## src/hdl/ssm_pkg.sv

```systemverilog
`default_nettype none
package ssm_pkg;

    localparam int KEY_MAX  = 16;
    localparam int POS_BITS = 24;
    localparam int LEN_W    = $clog2(KEY_MAX + 1);
    localparam int IDX_W    = (KEY_MAX > 1) ? $clog2(KEY_MAX) : 1;
    localparam int WIN_D    = (KEY_MAX > 1) ? KEY_MAX - 1 : 1;
    localparam int CFG_W    = 64;
    localparam int CIDX_W   = 2;

    localparam logic [CIDX_W-1:0] REG_KEY_LOW  = 2'd0;
    localparam logic [CIDX_W-1:0] REG_KEY_HIGH = 2'd1;
    localparam logic [CIDX_W-1:0] REG_KEY_LEN  = 2'd2;

    localparam logic [POS_BITS-1:0] POS_MAX = {POS_BITS{1'b1}};

    typedef logic [7:0] t_byte;

    typedef struct packed {
        logic                found;
        logic [POS_BITS-1:0] start;
        logic [POS_BITS-1:0] total;
        logic                done;
    } t_result;

endpackage
`default_nettype wire

```

## src/hdl/ssm_compare.sv

```systemverilog
`default_nettype none
module ssm_compare
    import ssm_pkg::*;
(
    input  wire t_byte                   i_cur,
    input  wire t_byte [WIN_D-1:0]       i_window,
    input  wire t_byte [KEY_MAX-1:0]     i_key,
    input  wire logic  [LEN_W-1:0]       i_len,
    input  wire logic  [LEN_W-1:0]       i_seen,
    output logic                         o_hit
);

    t_byte [KEY_MAX-1:0] w_ext;
    logic  [KEY_MAX-1:0] w_lane_ok;
    logic  [LEN_W:0]     w_have;

    // w_ext[k]: byte k positions back from the current one
    always_comb begin
        w_ext[0] = i_cur;
        for (int k = 1; k < KEY_MAX; k++) begin
            w_ext[k] = i_window[k-1];
        end
    end

    // lane i checks key byte i against the byte len-1-i back
    always_comb begin
        logic [LEN_W-1:0] off;
        for (int i = 0; i < KEY_MAX; i++) begin
            off = i_len - LEN_W'(1) - LEN_W'(i);
            if (LEN_W'(i) < i_len) begin
                w_lane_ok[i] = (w_ext[off[IDX_W-1:0]] == i_key[i]);
            end else begin
                w_lane_ok[i] = 1'b1;
            end
        end
    end

    assign w_have = {1'b0, i_seen} + (LEN_W+1)'(1);
    assign o_hit  = (i_len != '0) && (w_have >= {1'b0, i_len}) && (&w_lane_ok);

endmodule
`default_nettype wire

```

## src/hdl/ssm_outbuf.sv

```systemverilog
`default_nettype none
module ssm_outbuf
    import ssm_pkg::*;
(
    input  wire logic    i_clk,
    input  wire logic    i_rst_n,
    input  wire logic    i_push,
    input  wire t_result i_res,
    output logic         o_full,
    output logic         o_valid,
    input  wire logic    i_stall,
    output t_result      o_res
);

    logic    r_out_vld, n_out_vld;
    logic    r_skd_vld, n_skd_vld;
    t_result r_out, n_out;
    t_result r_skd, n_skd;
    logic    w_take;

    assign w_take = r_out_vld && !i_stall;

    always_comb begin
        n_out_vld = r_out_vld;
        n_skd_vld = r_skd_vld;
        n_out     = r_out;
        n_skd     = r_skd;
        if (r_skd_vld) begin
            if (w_take) begin
                n_out     = r_skd;
                n_skd_vld = 1'b0;
            end
        end else if (i_push) begin
            if (!r_out_vld || w_take) begin
                n_out     = i_res;
                n_out_vld = 1'b1;
            end else begin
                n_skd     = i_res;
                n_skd_vld = 1'b1;
            end
        end else if (w_take) begin
            n_out_vld = 1'b0;
        end
    end

    always_ff @(posedge i_clk) begin
        if (!i_rst_n) begin
            r_out_vld <= 1'b0;
            r_skd_vld <= 1'b0;
        end else begin
            r_out_vld <= n_out_vld;
            r_skd_vld <= n_skd_vld;
        end
        r_out <= n_out;
        r_skd <= n_skd;
    end

    assign o_full  = r_skd_vld;
    assign o_valid = r_out_vld;
    assign o_res   = r_out;

endmodule
`default_nettype wire

```

## src/hdl/stream_substring_matcher.sv

```systemverilog
// stream_substring_matcher: finds every occurrence, overlaps included, of a
// key of up to 16 bytes in a byte stream.
// Input channel: one text byte per word with a last flag; a word is taken
// when i_in_valid is high and o_in_stall is low; one word per cycle unless stalled.
// Output channel: a word for each byte that ends an occurrence, and always
// one for the last byte (o_text_done), carrying the running count.
// Bytes that neither match nor end the text give no word.
// Results are registered in the output buffer; the whole key is compared
// against the window combinationally, as the byte is accepted.
// Stall: a two-word output buffer lets input run on while one result waits;
// o_in_stall rises only when both are occupied.
// Config: key bytes and length are written through i_cfg_* while idle;
// o_cfg_ready is always high. Indexes 0/1/2: key low, key high, length.
// Reset clears key, window, position and count; the last byte clears the
// text state again, keeping the key.
`default_nettype none
module stream_substring_matcher
    import ssm_pkg::*;
(
    input  wire logic                i_clk,
    input  wire logic                i_rst_n,
    input  wire logic                i_in_valid,
    output logic                     o_in_stall,
    input  wire logic [7:0]          i_text_byte,
    input  wire logic                i_last_byte,
    output logic                     o_out_valid,
    input  wire logic                i_out_stall,
    output logic                     o_match_found,
    output logic [POS_BITS-1:0]      o_match_start,
    output logic [POS_BITS-1:0]      o_match_total,
    output logic                     o_text_done,
    input  wire logic                i_cfg_valid,
    output logic                     o_cfg_ready,
    input  wire logic [CIDX_W-1:0]   i_cfg_index,
    input  wire logic [CFG_W-1:0]    i_cfg_data
);

    logic [CFG_W-1:0]    r_key_low;
    logic [CFG_W-1:0]    r_key_high;
    logic [4:0]          r_key_len;
    t_byte [WIN_D-1:0]   r_window;
    logic [POS_BITS-1:0] r_pos;
    logic [LEN_W-1:0]    r_seen;
    logic [POS_BITS-1:0] r_count, n_count;

    t_byte [KEY_MAX-1:0] w_key;
    logic [LEN_W-1:0]    w_len;
    logic                w_hit;
    logic                w_acc;
    logic                w_push;
    logic                w_full;
    t_result             w_res;
    t_result             w_out;

    assign o_cfg_ready = 1'b1;
    assign w_acc       = i_in_valid && !o_in_stall;

    always_ff @(posedge i_clk) begin
        if (!i_rst_n) begin
            r_key_low  <= '0;
            r_key_high <= '0;
            r_key_len  <= '0;
        end else if (i_cfg_valid && o_cfg_ready) begin
            case (i_cfg_index)
                REG_KEY_LOW:  r_key_low  <= i_cfg_data;
                REG_KEY_HIGH: r_key_high <= i_cfg_data;
                REG_KEY_LEN:  r_key_len  <= i_cfg_data[4:0];
                default:      ;
            endcase
        end
    end

    always_comb begin
        for (int i = 0; i < KEY_MAX; i++) begin
            if (i < 8) begin
                w_key[i] = r_key_low[8*(i%8) +: 8];
            end else begin
                w_key[i] = r_key_high[8*(i%8) +: 8];
            end
        end
    end

    assign w_len = (r_key_len > 5'(KEY_MAX)) ? LEN_W'(KEY_MAX) : LEN_W'(r_key_len);

    ssm_compare u_compare (
        .i_cur    (i_text_byte),
        .i_window (r_window),
        .i_key    (w_key),
        .i_len    (w_len),
        .i_seen   (r_seen),
        .o_hit    (w_hit)
    );

    assign n_count = (w_hit && r_count != POS_MAX) ? r_count + POS_BITS'(1) : r_count;

    always_comb begin
        w_res.found = w_hit;
        w_res.start = w_hit ? (r_pos - POS_BITS'(w_len) + POS_BITS'(1)) : '0;
        w_res.total = n_count;
        w_res.done  = i_last_byte;
    end

    assign w_push = w_acc && (w_hit || i_last_byte);

    always_ff @(posedge i_clk) begin
        if (!i_rst_n) begin
            r_window <= '0;
            r_pos    <= '0;
            r_seen   <= '0;
            r_count  <= '0;
        end else if (w_acc) begin
            if (i_last_byte) begin
                r_window <= '0;
                r_pos    <= '0;
                r_seen   <= '0;
                r_count  <= '0;
            end else begin
                for (int k = WIN_D - 1; k > 0; k--) begin
                    r_window[k] <= r_window[k-1];
                end
                r_window[0] <= i_text_byte;
                r_pos       <= r_pos + POS_BITS'(1);
                r_count     <= n_count;
                if (r_seen < LEN_W'(KEY_MAX)) begin
                    r_seen <= r_seen + LEN_W'(1);
                end
            end
        end
    end

    ssm_outbuf u_outbuf (
        .i_clk   (i_clk),
        .i_rst_n (i_rst_n),
        .i_push  (w_push),
        .i_res   (w_res),
        .o_full  (w_full),
        .o_valid (o_out_valid),
        .i_stall (i_out_stall),
        .o_res   (w_out)
    );

    assign o_in_stall    = w_full;
    assign o_match_found = w_out.found;
    assign o_match_start = w_out.start;
    assign o_match_total = w_out.total;
    assign o_text_done   = w_out.done;

    // spare buffer only fills behind a waiting word
    a_skid_behind_out: assert property (@(posedge i_clk) disable iff (!i_rst_n)
        o_in_stall |-> o_out_valid)
        else $error("skid word without output word");

    // every word is a match or the end of a text
    a_word_reason: assert property (@(posedge i_clk) disable iff (!i_rst_n)
        o_out_valid |-> (o_match_found || o_text_done))
        else $error("output word with neither match nor done");

    // a match always counts at least one occurrence
    a_match_count: assert property (@(posedge i_clk) disable iff (!i_rst_n)
        (o_out_valid && o_match_found) |-> (o_match_total != '0))
        else $error("match word with zero total");

    // after a push, the output holds a valid word next cycle
    a_push_shows: assert property (@(posedge i_clk) disable iff (!i_rst_n)
        w_push |=> o_out_valid)
        else $error("accepted result not presented");

endmodule
`default_nettype wire
```

## config.mk

```make
export PLATFORM = sky130hd
export DESIGN_NAME = stream_substring_matcher
export DESIGN_NICKNAME = d
export VERILOG_FILES = /design/src/hdl/ssm_pkg.sv /design/src/hdl/ssm_compare.sv /design/src/hdl/ssm_outbuf.sv /design/src/hdl/stream_substring_matcher.sv
export SDC_FILE = /design/constraint.sdc
export NUM_CORES = 1
export LEC_CHECK = 0
export CAP_MARGIN = 10
export CORE_ASPECT_RATIO = 0.8
export CORE_MARGIN = 2
export CORE_UTILIZATION = 65
export CTS_CLUSTER_SIZE = 12
export DETAILED_ROUTE_END_ITERATION = 6
export DONT_BUFFER_PORTS = 1
export MAX_ROUTING_LAYER = met4
export PLACE_DENSITY_LB_ADDON = 0.3
export SLEW_MARGIN = 0
export SYNTH_ARGS = -nofsm -noshare
export SYNTH_HDL_FRONTEND = slang
export SYNTH_SLANG_ARGS = --single-unit
```

## constraint.sdc

```tcl
create_clock -name i_clk -period 12.4 [get_ports i_clk]
set_clock_uncertainty 0.2 [all_clocks]
set_input_delay 1.24 -clock i_clk [delete_from_list [all_inputs] [get_ports i_clk]]
set_output_delay 1.24 -clock i_clk [all_outputs]
set_load 0.05 [all_outputs]
```

# After elaboration in Yosys (flattened, before gate mapping)
# Cells that the tools add are included.
# Widths: inputs -> output; s select.
# word_totals
output_inout_bits,53
in_bits,80
wordCells,203
reg_bits,408
# classes
n_mux,67
n_lt_le_gt_ge,35
n_eq_ne,21
n_addsub,22
reduce_logical,25
n_bitwise,2
# ops
operator,count
$bmux 8 s4,16
$mux 50,4
$eq 8x8->1,16
$mux 8,16
$mux 120,1
$mux 24,4
$lt 4x5->1 const B,16
$add 24x1->24 const B,3
$lt 4x5->1 const A,8
$sub 4x4->4 const B,8
$ne 24x24->1 const B,1
$sub 24x5->24,1
$mux 1,23
$lt 3x5->1 const A,4
$reduce_and 16->1,1
$sub 4x3->4 const B,4
$mux 5,3
$lt 1x5->1 const A,2
$lt 2x5->1 const A,2
$reduce_and 3->1,3
$reduce_and 2->1,4
$reduce_bool 2->1,4
$sub 4x1->4 const B,2
$sub 4x2->4 const B,2
other kinds (14),24

# Depth between registers and ports, before layout
# Gate-level depths: netlist of run 1.
# logic_depth
ltp_word,15
depth_mapped,30
depth_no_buf,19

# Hierarchy
# From an unflattened synthesis of run 1, not the netlist that was laid out.
# hier_totals
hier_cells,2820
area_unflattened_um2,27194.8
# modules_own_cells
mod,cells_per_inst,seq_area_each_um2,area_per_inst_um2,n_inst
stream_substring_matcher,1709,6125.9,14176.1,1
ssm_compare,942,0.0,9069.9,1
ssm_outbuf,169,3042.9,3948.8,1

# Worst setup path after synthesis of run 1
# OpenSTA, ideal clock, no wires.
# synth_path
path_kind,flip-flop to flip-flop
from,register r_key_len[4]
to,register u_outbuf.r_out (netlist bit u_outbuf.o_res[0]) (enable)
stages_incl_launch_ff,25
t_arrival_ns,9.832
path_slack_ns,1.830
required_ns,11.662
period_less_slack_ns,10.570
setup_time_ns,0.538
path_cell_list,dfxtp_1 > buf_4 > nand2b_1 > buf_2 > buf_1 > buf_1 > ha_1 > buf_2 > inv_2 > buf_1 > buf_1 > ha_1 > clkinv_1 > nor3_1 > nor4_2 > nor2_4 > buf_6 > mux2i_1 > mux2i_1 > o211ai_1 > o32ai_1 > o2111ai_1 > nor4_1 > nand2_1 > a221oi_1
# synth_between
elab_chain_cells,14
# synth_rtl
item,line_no,source
from (decl),stream_substring_matcher.sv:40,logic [4:0] r_key_len;
from (signal assigned),stream_substring_matcher.sv:67,REG_KEY_LEN: r_key_len <= i_cfg_data[4:0];
$gt 5x5->1,stream_substring_matcher.sv:83,assign w_len = (r_key_len > 5'(KEY_MAX)) ? LEN_W'(KEY_MAX) : LEN_W'(r_key_len);
$mux 5 *,stream_substring_matcher.sv:83,
$sub 4x1->4,ssm_compare.sv:29,off = i_len - LEN_W'(1) - LEN_W'(i);
"$sub 4x1->4, or another cell as far along",ssm_compare.sv:29,
$bmux 8 s4,ssm_compare.sv:31,w_lane_ok[i] = (w_ext[off[IDX_W-1:0]] == i_key[i]);
$mux 8 (implied by the code),ssm_compare.sv:31,
$eq 8x8->1,ssm_compare.sv:31,
$mux 1,ssm_compare.sv:30,if (LEN_W'(i) < i_len) begin
$reduce_and 16->1,ssm_compare.sv:39,"assign o_hit = (i_len != '0) && (w_have >= {1'b0, i_len}) && (&w_lane_ok);"
$logic_and 1x1->1 *,ssm_compare.sv:39,
$logic_or 1x1->1 *,stream_substring_matcher.sv:103,assign w_push = w_acc && (w_hit || i_last_byte);
$logic_and 1x1->1 *,stream_substring_matcher.sv:103,
$reduce_bool 2->1 (no source line) *,-,
$reduce_and 3->1 (no source line) *,-,
to (signal assigned),ssm_outbuf.sv:54,r_out <= n_out;
to (decl),ssm_outbuf.sv:17,"t_result r_out, n_out;"
# Mark *: on every way between the ends. The rest lies on a longest branch, timed or not. The select of a mux whose other input is x is not followed.
# A chain may end at the register's enable or synchronous reset.

# Worst setup path after layout of run 1
# layout_path
from,register r_key_len[4]
to,register u_outbuf.r_out (netlist bit u_outbuf.o_res[41]) (enable)
# The elaborated chain is that of the path after synthesis.

==> results of run 1 <==
==> worst max-delay path: stages, from the launching register on <==
cell and delay (ns):
dfxtp_1 0.37, buf_4 0.49, nand2b_2 0.25, buf_4 0.56, ha_1 0.36, xnor2_2 0.13, buf_4 0.45, ha_1 0.70
clkinv_1 0.48, nand3_1 0.24, nand2_1 0.50, mux4_2 0.63, mux2i_1 0.17, xor2_1 0.10, nor4_1 0.55, o2111ai_1 0.37
nor4_2 0.23, buf_4 0.49, nand2_2 0.72, a221oi_4 0.50, buf_4 0.39
==> layout by cell type, fill, tap and decap left out, types with 11 or more instances in the layout <==
master | netlist | routed
xor2_1 | 65 | 65
nand3_1 | 72 | 72
o211ai_1 | 19 | 19
o22ai_1 | 19 | 19
xnor2_1 | 126 | 125
dfxtp_1 | 308 | 306
a211oi_1 | 28 | 26
o31ai_1 | 38 | 38
and3_1 | 139 | 139
nor2_1 | 159 | 158
nor2b_1 | 137 | 136
clkbuf_1 | 169 | 15
inv_1 | 73 | 72
or4_1 | 14 | 14
a31oi_1 | 38 | 38
a21o_1 | 12 | 12
nand4_1 | 39 | 39
mux4_2 | 103 | 103
ha_1 | 63 | 62
mux2_2 | 13 | 13
a21boi_0 | 130 | 130
o21ai_0 | 65 | 65
nor4_1 | 21 | 20
buf_4 | 15 | 36
nor3_1 | 60 | 60
and4_1 | 11 | 11
mux2i_1 | 256 | 256
nor3b_1 | 13 | 12
nand2_1 | 410 | 408
a21oi_1 | 202 | 202
clkbuf_16 | 0 | 43
edfxtp_1 | 100 | 100
==> cells by family after synthesis <==
family | count (synthesis) | synth area share (%)
buffers and inverters | 333 | 4.91
multiplexers | 372 | 17.7
AND/OR/NAND/NOR | 1146 | 20.3
flip-flops | 408 | 32.3
adder cells (fa/ha/maj) | 64 | 2.84
other | 1 | 0.0132
XOR/XNOR | 192 | 5.95
AO/OA/AOI/OAI | 679 | 16.0
==> power by group through the flow <==
stage / sequential, mW / clock (mW) / combinational, mW
finish: 1.45 / 1.30 / 0.500
global route: 1.46 / 1.36 / 0.525
CTS: 1.45 / 1.31 / 0.485
detailed placement: 1.48 / 0 / 0.482
global placement: 1.48 / 0 / 0.471
floorplan: 1.47 / 0 / 0.379
==> how the worst min path moves through the flow <==
stage                           endpoint  slack [ns]  depth (start not counted)
after global routing      r_key_high[45]        0.30                          2
after detailed placement  r_key_high[45]        0.27                          2
after global placement     r_key_low[14]        0.26                          2
after CTS                 r_key_high[45]        0.28                          2
final                     r_key_high[52]        0.28                          2
after floorplan            r_key_low[23]        0.25                          2
==> area by class of cell <==
type                            instances  area [µm²]  share of cell area (%)
Clock buffer                           65        1220                    4.11
Clock inverter                          9         155                   0.521
Inverter                               80         305                    1.03
Multi-Input combinational cell       2454       17900                    60.3
Sequential cell                       408        9170                    30.8
Tap cell                              560         701                    2.35
Timing Repair Buffer                   36         270                   0.908
==> flip-flops by register name (all words and copies together), names as in the netlist <==
name and count:
r_key_low 64, u_outbuf.o_valid 1, r_pos 24, u_outbuf.o_full 1
r_key_high 64, r_key_len 5, r_window 120, r_count 24
r_seen 5, u_outbuf.r_skd 50, u_outbuf.o_res 50
==> layer usage <==
metal | up-vias | wire length, µm | part of all wire (%) | GRT usage (%)
li1 | 11300 | - | - | -
met1 | 12200 | 38900 | 40 | 57.0
met2 | 1603 | 41000 | 43 | 62.1
met3 | 278 | 12400 | 13 | 12.8
met4 | 0 | 4060 | 4.2 | 15.4
met5 | - | 0 | 0 | -
==> per-stage QoR <==
step	utilization (%)	cells	total power, mW	setup slack [ns]	cell area [µm²]
global placement	65.8	3537	1.95	3.59	28400
finish	69.0	3612	3.26	3.09	29800
global route	69.0	3612	3.34	2.77	29800
detailed placement	65.8	3537	1.96	3.46	28400
CTS	69.0	3611	3.25	3.40	29800
floorplan	-	3195	1.85	1.83	28400
==> out/summary.txt, run 1 <==
status: finished, violations left
violated checks: DRC
register area share after synthesis: 32.3%
Synth top area share: 21.7%
initial core utilization: 65.9%
largest area contributor in the netlist: dfxtp_1
slew of the pin with the lowest slew margin: 1.20 ns
cts hold-fix bufs: 0
VDD IR max: 108 µV
internal power: 2.30 mW
Crit Path Category: reg2reg
initial DRC count: 3,622
GRT overflow: 0
Reg power frac: 44.6%
synth unique cells: 97
H-tree depth: 2
Antenna Cells: 0
CTS tree: built
first-pass GRT wire length: 145,000 µm
layout cells sized above 1: 8.65%
WL final: 96,400 µm
synth warn: 0
flops & latches, synth: 408
DR vias/cell: 7.03
synthesized area per cell: 8.89 µm²
CTS resizes: 0
fmax: 0.107 GHz
setup TNS: 0 ns
Lkg Pwr: 11.0 nW
Hold Crit Start: r_key_high[52]
Tightest Hold Check Type: reg2reg
Final nets: 3,167
power per cell area: 109 nW/µm²
RSZ-0062 raised after global routing: false
Worst Reg2Reg Path Length in Cells: 20
CTS Buffer Depth: 3
initial antenna violation count: 0
ANT nets after route: 0
EDFF count, synth: 100
gr usage total: 42.9%
total CTS buffers: 43
row count: 68
GPL Wtd Cong: 1.07
switching power total: 961 µW
Syn Nets: 3,339
Slew headroom: 19.5%
startpoint types: register
CTS sink cnt: 408
FF-to-FF End: u_outbuf.o_res[41]
Syn Std Cell Area: 28,400 µm²
CP Data Arrival Time: 9.38 ns
worst r2r src: r_key_len[4]
maxcap violations: 0
Port Buffer Count: 0
crit-path max FO: 54
CP Capture Type: register
DP Wirelength: 68,300 µm
Synth Flop Type: dfxtp_1
Worst Setup SP: r_key_len[4]
I/O pin cnt: 133
overall die width: 238 µm
Synth Instances: 3,195
router iterations before antenna repair: 7
root buffer cell: clkbuf_16
clk slew on worst S/H paths: 0.08 ns
fin crit period: 9.31 ns
Area Overhead vs Synth: 4.76%
number of hold violations in the final report: 0
R2R Setup Slk: 3.09 ns
Sw Ratio: 29.5%
Finish-stage setup viols: 0
Slew Viols, Final: 0
Fin Hold WS: 0.279 ns
DIE AREA: 45,400 µm²
Required @ worst endpoint: 12.48 ns
Post-synth ARST share: 0%
number of global-route vias before repair: 23,400
count leader, synth: nand2_1
Setup Buffers After CTS: 0
clock power share: 40.0%
Comb power frac: 15.4%
core area: 43,100 µm²
end point of the critical path: u_outbuf.o_res[41]
crit share post-route: 75.1%
wire per inst: 26.7 µm
via count: 25,400
die height: 191 µm
DRC viols: 1
clk_lat worst skew: 0.61 ns
filler cell count: 3,320
top post-synthesis cells by area: dfxtp_1 (22%), edfxtp_1 (11%), mux2i_1 (9.0%), mux4_2 (8.2%), nand2_1 (5.4%)
Post-synth top cells: nand2_1 (410), dfxtp_1 (308), mux2i_1 (256), a21oi_1 (202), clkbuf_1 (169)
largest net degree at the start of global routing: 267
Power figures use the tool's default switching activity.
==> inputs of run 2 (changes only) <==
Settings changed: ABC_AREA set to 1, CORE_UTILIZATION 65 to 59.
Clock period 12.4 ns to 8.5 ns, I/O delays scaled along.
==> run 2 against run 1 <==
The run still ends with DRC left. Final cell count up 34%. Synthesized area down 5.5%. Maximum frequency up 45%. Largest power group unchanged. Largest cell class unchanged. Combinational power up 140%. Worst hold slack worse by 0.11 ns. Flip-flop and latch count unchanged. Sequential power up 46%. Global-route usage down 4.4 points. Setup slack worse by 1.0 ns. Die area up 4.0%. Final area down 4.7%.
==> out/summary.txt, run 2 <==
fmax: 0.155 GHz (was 0.107 GHz)
via count: 28,700 (was 25,400)
most used cell, CP: nand2_1 (was buf_4)
layout cells sized above 1: 3.01% (was 8.65%)
CTS Buffer Depth: 3 (unchanged)
synth warn: 0 (unchanged)
DIE AREA: 47,200 µm² (was 45,400 µm²)
DRC viols: 10 (was 1)
CP max-delay cell: dfxtp_1 (was nand2_2)
number of hold violations in the final report: 0 (unchanged)
Synth top area share: 25.1% (was 21.7%)
Setup Buffers After CTS: 0 (unchanged)
Finish-stage setup viols: 0 (unchanged)
dpl ws: 2.27 ns (was 3.46 ns)
setup TNS: 0 ns (unchanged)
die height: 195 µm (was 191 µm)
Hold EP: u_outbuf.r_skd[0] (was r_key_high[52])
Lkg Pwr: 12.6 nW (was 11.0 nW)
top post-synthesis cells by area: nand2_1 (25%), dfxtp_1 (23%), nand3_1 (12%), edfxtp_1 (11%), a21oi_1 (5.4%) (was dfxtp_1 (22%), edfxtp_1 (11%), mux2i_1 (9.0%), mux4_2 (8.2%), nand2_1 (5.4%))
Worst Setup SP: r_key_len[4] (unchanged)
R2R Setup Slk: 2.06 ns (was 3.09 ns)
DP Wirelength: 65,000 µm (was 68,300 µm)
final worst setup slack: 2.06 ns (was 3.09 ns)
initial DRC count: 4,172 (was 3,622)
CP Data Arrival Time: 6.45 ns (was 9.38 ns)
RSZ-0062 raised after global routing: false (unchanged)
ANT nets after route: 0 (unchanged)
first-pass GRT wire length: 141,000 µm (was 145,000 µm)
fin crit period: 6.44 ns (was 9.31 ns)
crit-path max FO: 50 (was 54)
flops & latches, synth: 408 (unchanged)
Syn Nets: 4,514 (was 3,339)
CTS sink cnt: 408 (unchanged)
commonest cells after routing, fill and taps aside: nand2_1 (1,792), nand3_1 (648), dfxtp_1 (307) (was nand2_1 (408), dfxtp_1 (306), mux2i_1 (256))
Hold Crit Start: i_last_byte (was r_key_high[52])
max FFs per register: 120 (unchanged)
initial core utilization: 60.1% (was 65.9%)
worst r2r src: r_key_len[4] (unchanged)
VDD IR max: 173 µV (was 108 µV)
Fin Hold WS: 0.165 ns (was 0.279 ns)
synthesized area per cell: 6.14 µm² (was 8.89 µm²)
Final nets: 4,364 (was 3,167)
root buffer cell: clkbuf_16 (unchanged)
number of global-route vias before repair: 24,600 (was 23,400)
clk slew on worst S/H paths: 0.06 ns (was 0.08 ns)
Required @ worst endpoint: 8.51 ns (was 12.48 ns)
Tightest Hold Check Type: in2reg (was reg2reg)
power per cell area: 186 nW/µm² (was 109 nW/µm²)
biggest regs: r_window x120, r_key_high x64, r_key_low x64 (unchanged)
count leader, synth: nand2_1 (unchanged)
synth unique cells: 39 (was 97)
FF-to-FF End: u_outbuf.o_res[13] (was u_outbuf.o_res[41])
cts hold-fix bufs: 0 (unchanged)
register area share after synthesis: 34.2% (was 32.3%)
Crit Path Category: reg2reg (unchanged)
startpoint types: register (unchanged)
status: finished, violations left (unchanged)
router iterations before antenna repair: 7 (unchanged)
wire per inst: 18.7 µm (was 26.7 µm)
CTS resizes: 0 (unchanged)
Synth Instances: 4,370 (was 3,195)
WHS Path Cells: 0 (was 2)
total CTS buffers: 44 (was 43)
GRT overflow: 0 (unchanged)
GPL Wtd Cong: 1.04 (was 1.07)
slew of the pin with the lowest slew margin: 1.39 ns (was 1.20 ns)
WL final: 90,800 µm (was 96,400 µm)
core area: 44,600 µm² (was 43,100 µm²)
overall die width: 242 µm (was 238 µm)
violated checks: DRC (unchanged)
CTS tree: built (unchanged)
Syn Std Cell Area: 26,800 µm² (was 28,400 µm²)
EDFF count, synth: 100 (unchanged)
Slew Viols, Final: 0 (unchanged)
largest reg by FF count: r_window (unchanged)
clk_lat worst skew: 0.61 ns (about the same)
largest net degree at the start of global routing: 139 (was 267)
Synth Flop Type: dfxtp_1 (unchanged)
I/O pin cnt: 133 (unchanged)
DR vias/cell: 5.90 (was 7.03)
Slowest Stage Delay on Critical Path: 0.64 ns (was 0.72 ns)
Worst Reg2Reg Path Length in Cells: 30 (was 20)
H-tree depth: 2 (unchanged)
Area Overhead vs Synth: 5.72% (was 4.76%)
commonest non-fill, non-tap cell in the layout: nand2_1 (unchanged)
Post-synth top cells: nand2_1 (1,792), nand3_1 (650), dfxtp_1 (308), inv_1 (297), a21oi_1 (289) (was nand2_1 (410), dfxtp_1 (308), mux2i_1 (256), a21oi_1 (202), clkbuf_1 (169))
Port Buffer Count: 0 (unchanged)
CP Capture Type: register (unchanged)
initial antenna violation count: 2 (was 0)
gr usage total: 38.5% (was 42.9%)
row count: 69 (was 68)
maxcap violations: 0 (unchanged)
Post-synth ARST share: 0% (unchanged)
largest area contributor in the netlist: nand2_1 (was dfxtp_1)
crit share post-route: 75.7% (was 75.1%)
Slew headroom: 6.48% (was 19.5%)
## run 2: layout make-up
type,count,area [µm²]
fillers,4337,16300
multi-input cells,3424,15600
flip-flops and latches,408,9170
clock buffers,67,1260
inverters,306,1150
well taps,603,754
repair buffers,36,283
clock inverters,12,155
diodes,2,5.00
## run 2: power by group
part | switching, mW | internal, mW | total, mW
Clock | 0.835 | 1.12 | 1.95
Sequential | 0.0713 | 2.04 | 2.11
Combinational | 0.870 | 0.336 | 1.21
## run 2: metrics by stage
stage	instances	power [mW]	util, %	cell area, µm²
floorplan	4370	3.01	-	26800
global placement	4777	3.29	60.4	27000
detailed placement	4777	3.31	60.4	27000
CTS	4856	5.24	63.6	28400
global route	4858	5.49	63.6	28400
finish	4858	5.27	63.6	28400
## run 2: routing by layer
layer / wire length [µm] / up-vias / part of all wire (%) / GRT usage [%]
met1: 38800 / 12800 / 43 / 54.7
met2: 36100 / 1696 / 40 / 52.4
met4: 3970 / 0 / 4.4 / 14.5
li1: - / 13900 / - / -
met5: 0 / - / 0 / -
met3: 12000 / 265 / 13 / 9.42
## run 2: critical path, delay by kind of cell, from the launching register on
kind / cells / cell delay, ns
AND/OR/NAND/NOR: 21 / 2.29
buffers and inverters: 7 / 2.14
adder cells (fa/ha/maj): 2 / 0.68
flip-flops: 1 / 0.64
## run 2: logic make-up after synthesis
family | share of synthesized area [%]
simple gates | 42.8
compound gates | 10.8
xor+xnor | 1.31
other cells | 0.0140
flops | 34.2
fa+ha+maj | 3.01
buf+inv | 7.91
## run 2: how the worst max path moves through the flow
stage                               endpoint  slack, ns  depth (start not counted)
after global placement    u_outbuf.o_res[41]       2.49                         30
after floorplan            u_outbuf.o_res[0]       2.32                         36
after CTS                 u_outbuf.o_res[41]       2.23                         30
after global routing      u_outbuf.o_res[13]       1.66                         30
final                     u_outbuf.o_res[13]       2.06                         30
after detailed placement  u_outbuf.o_res[13]       2.27                         30
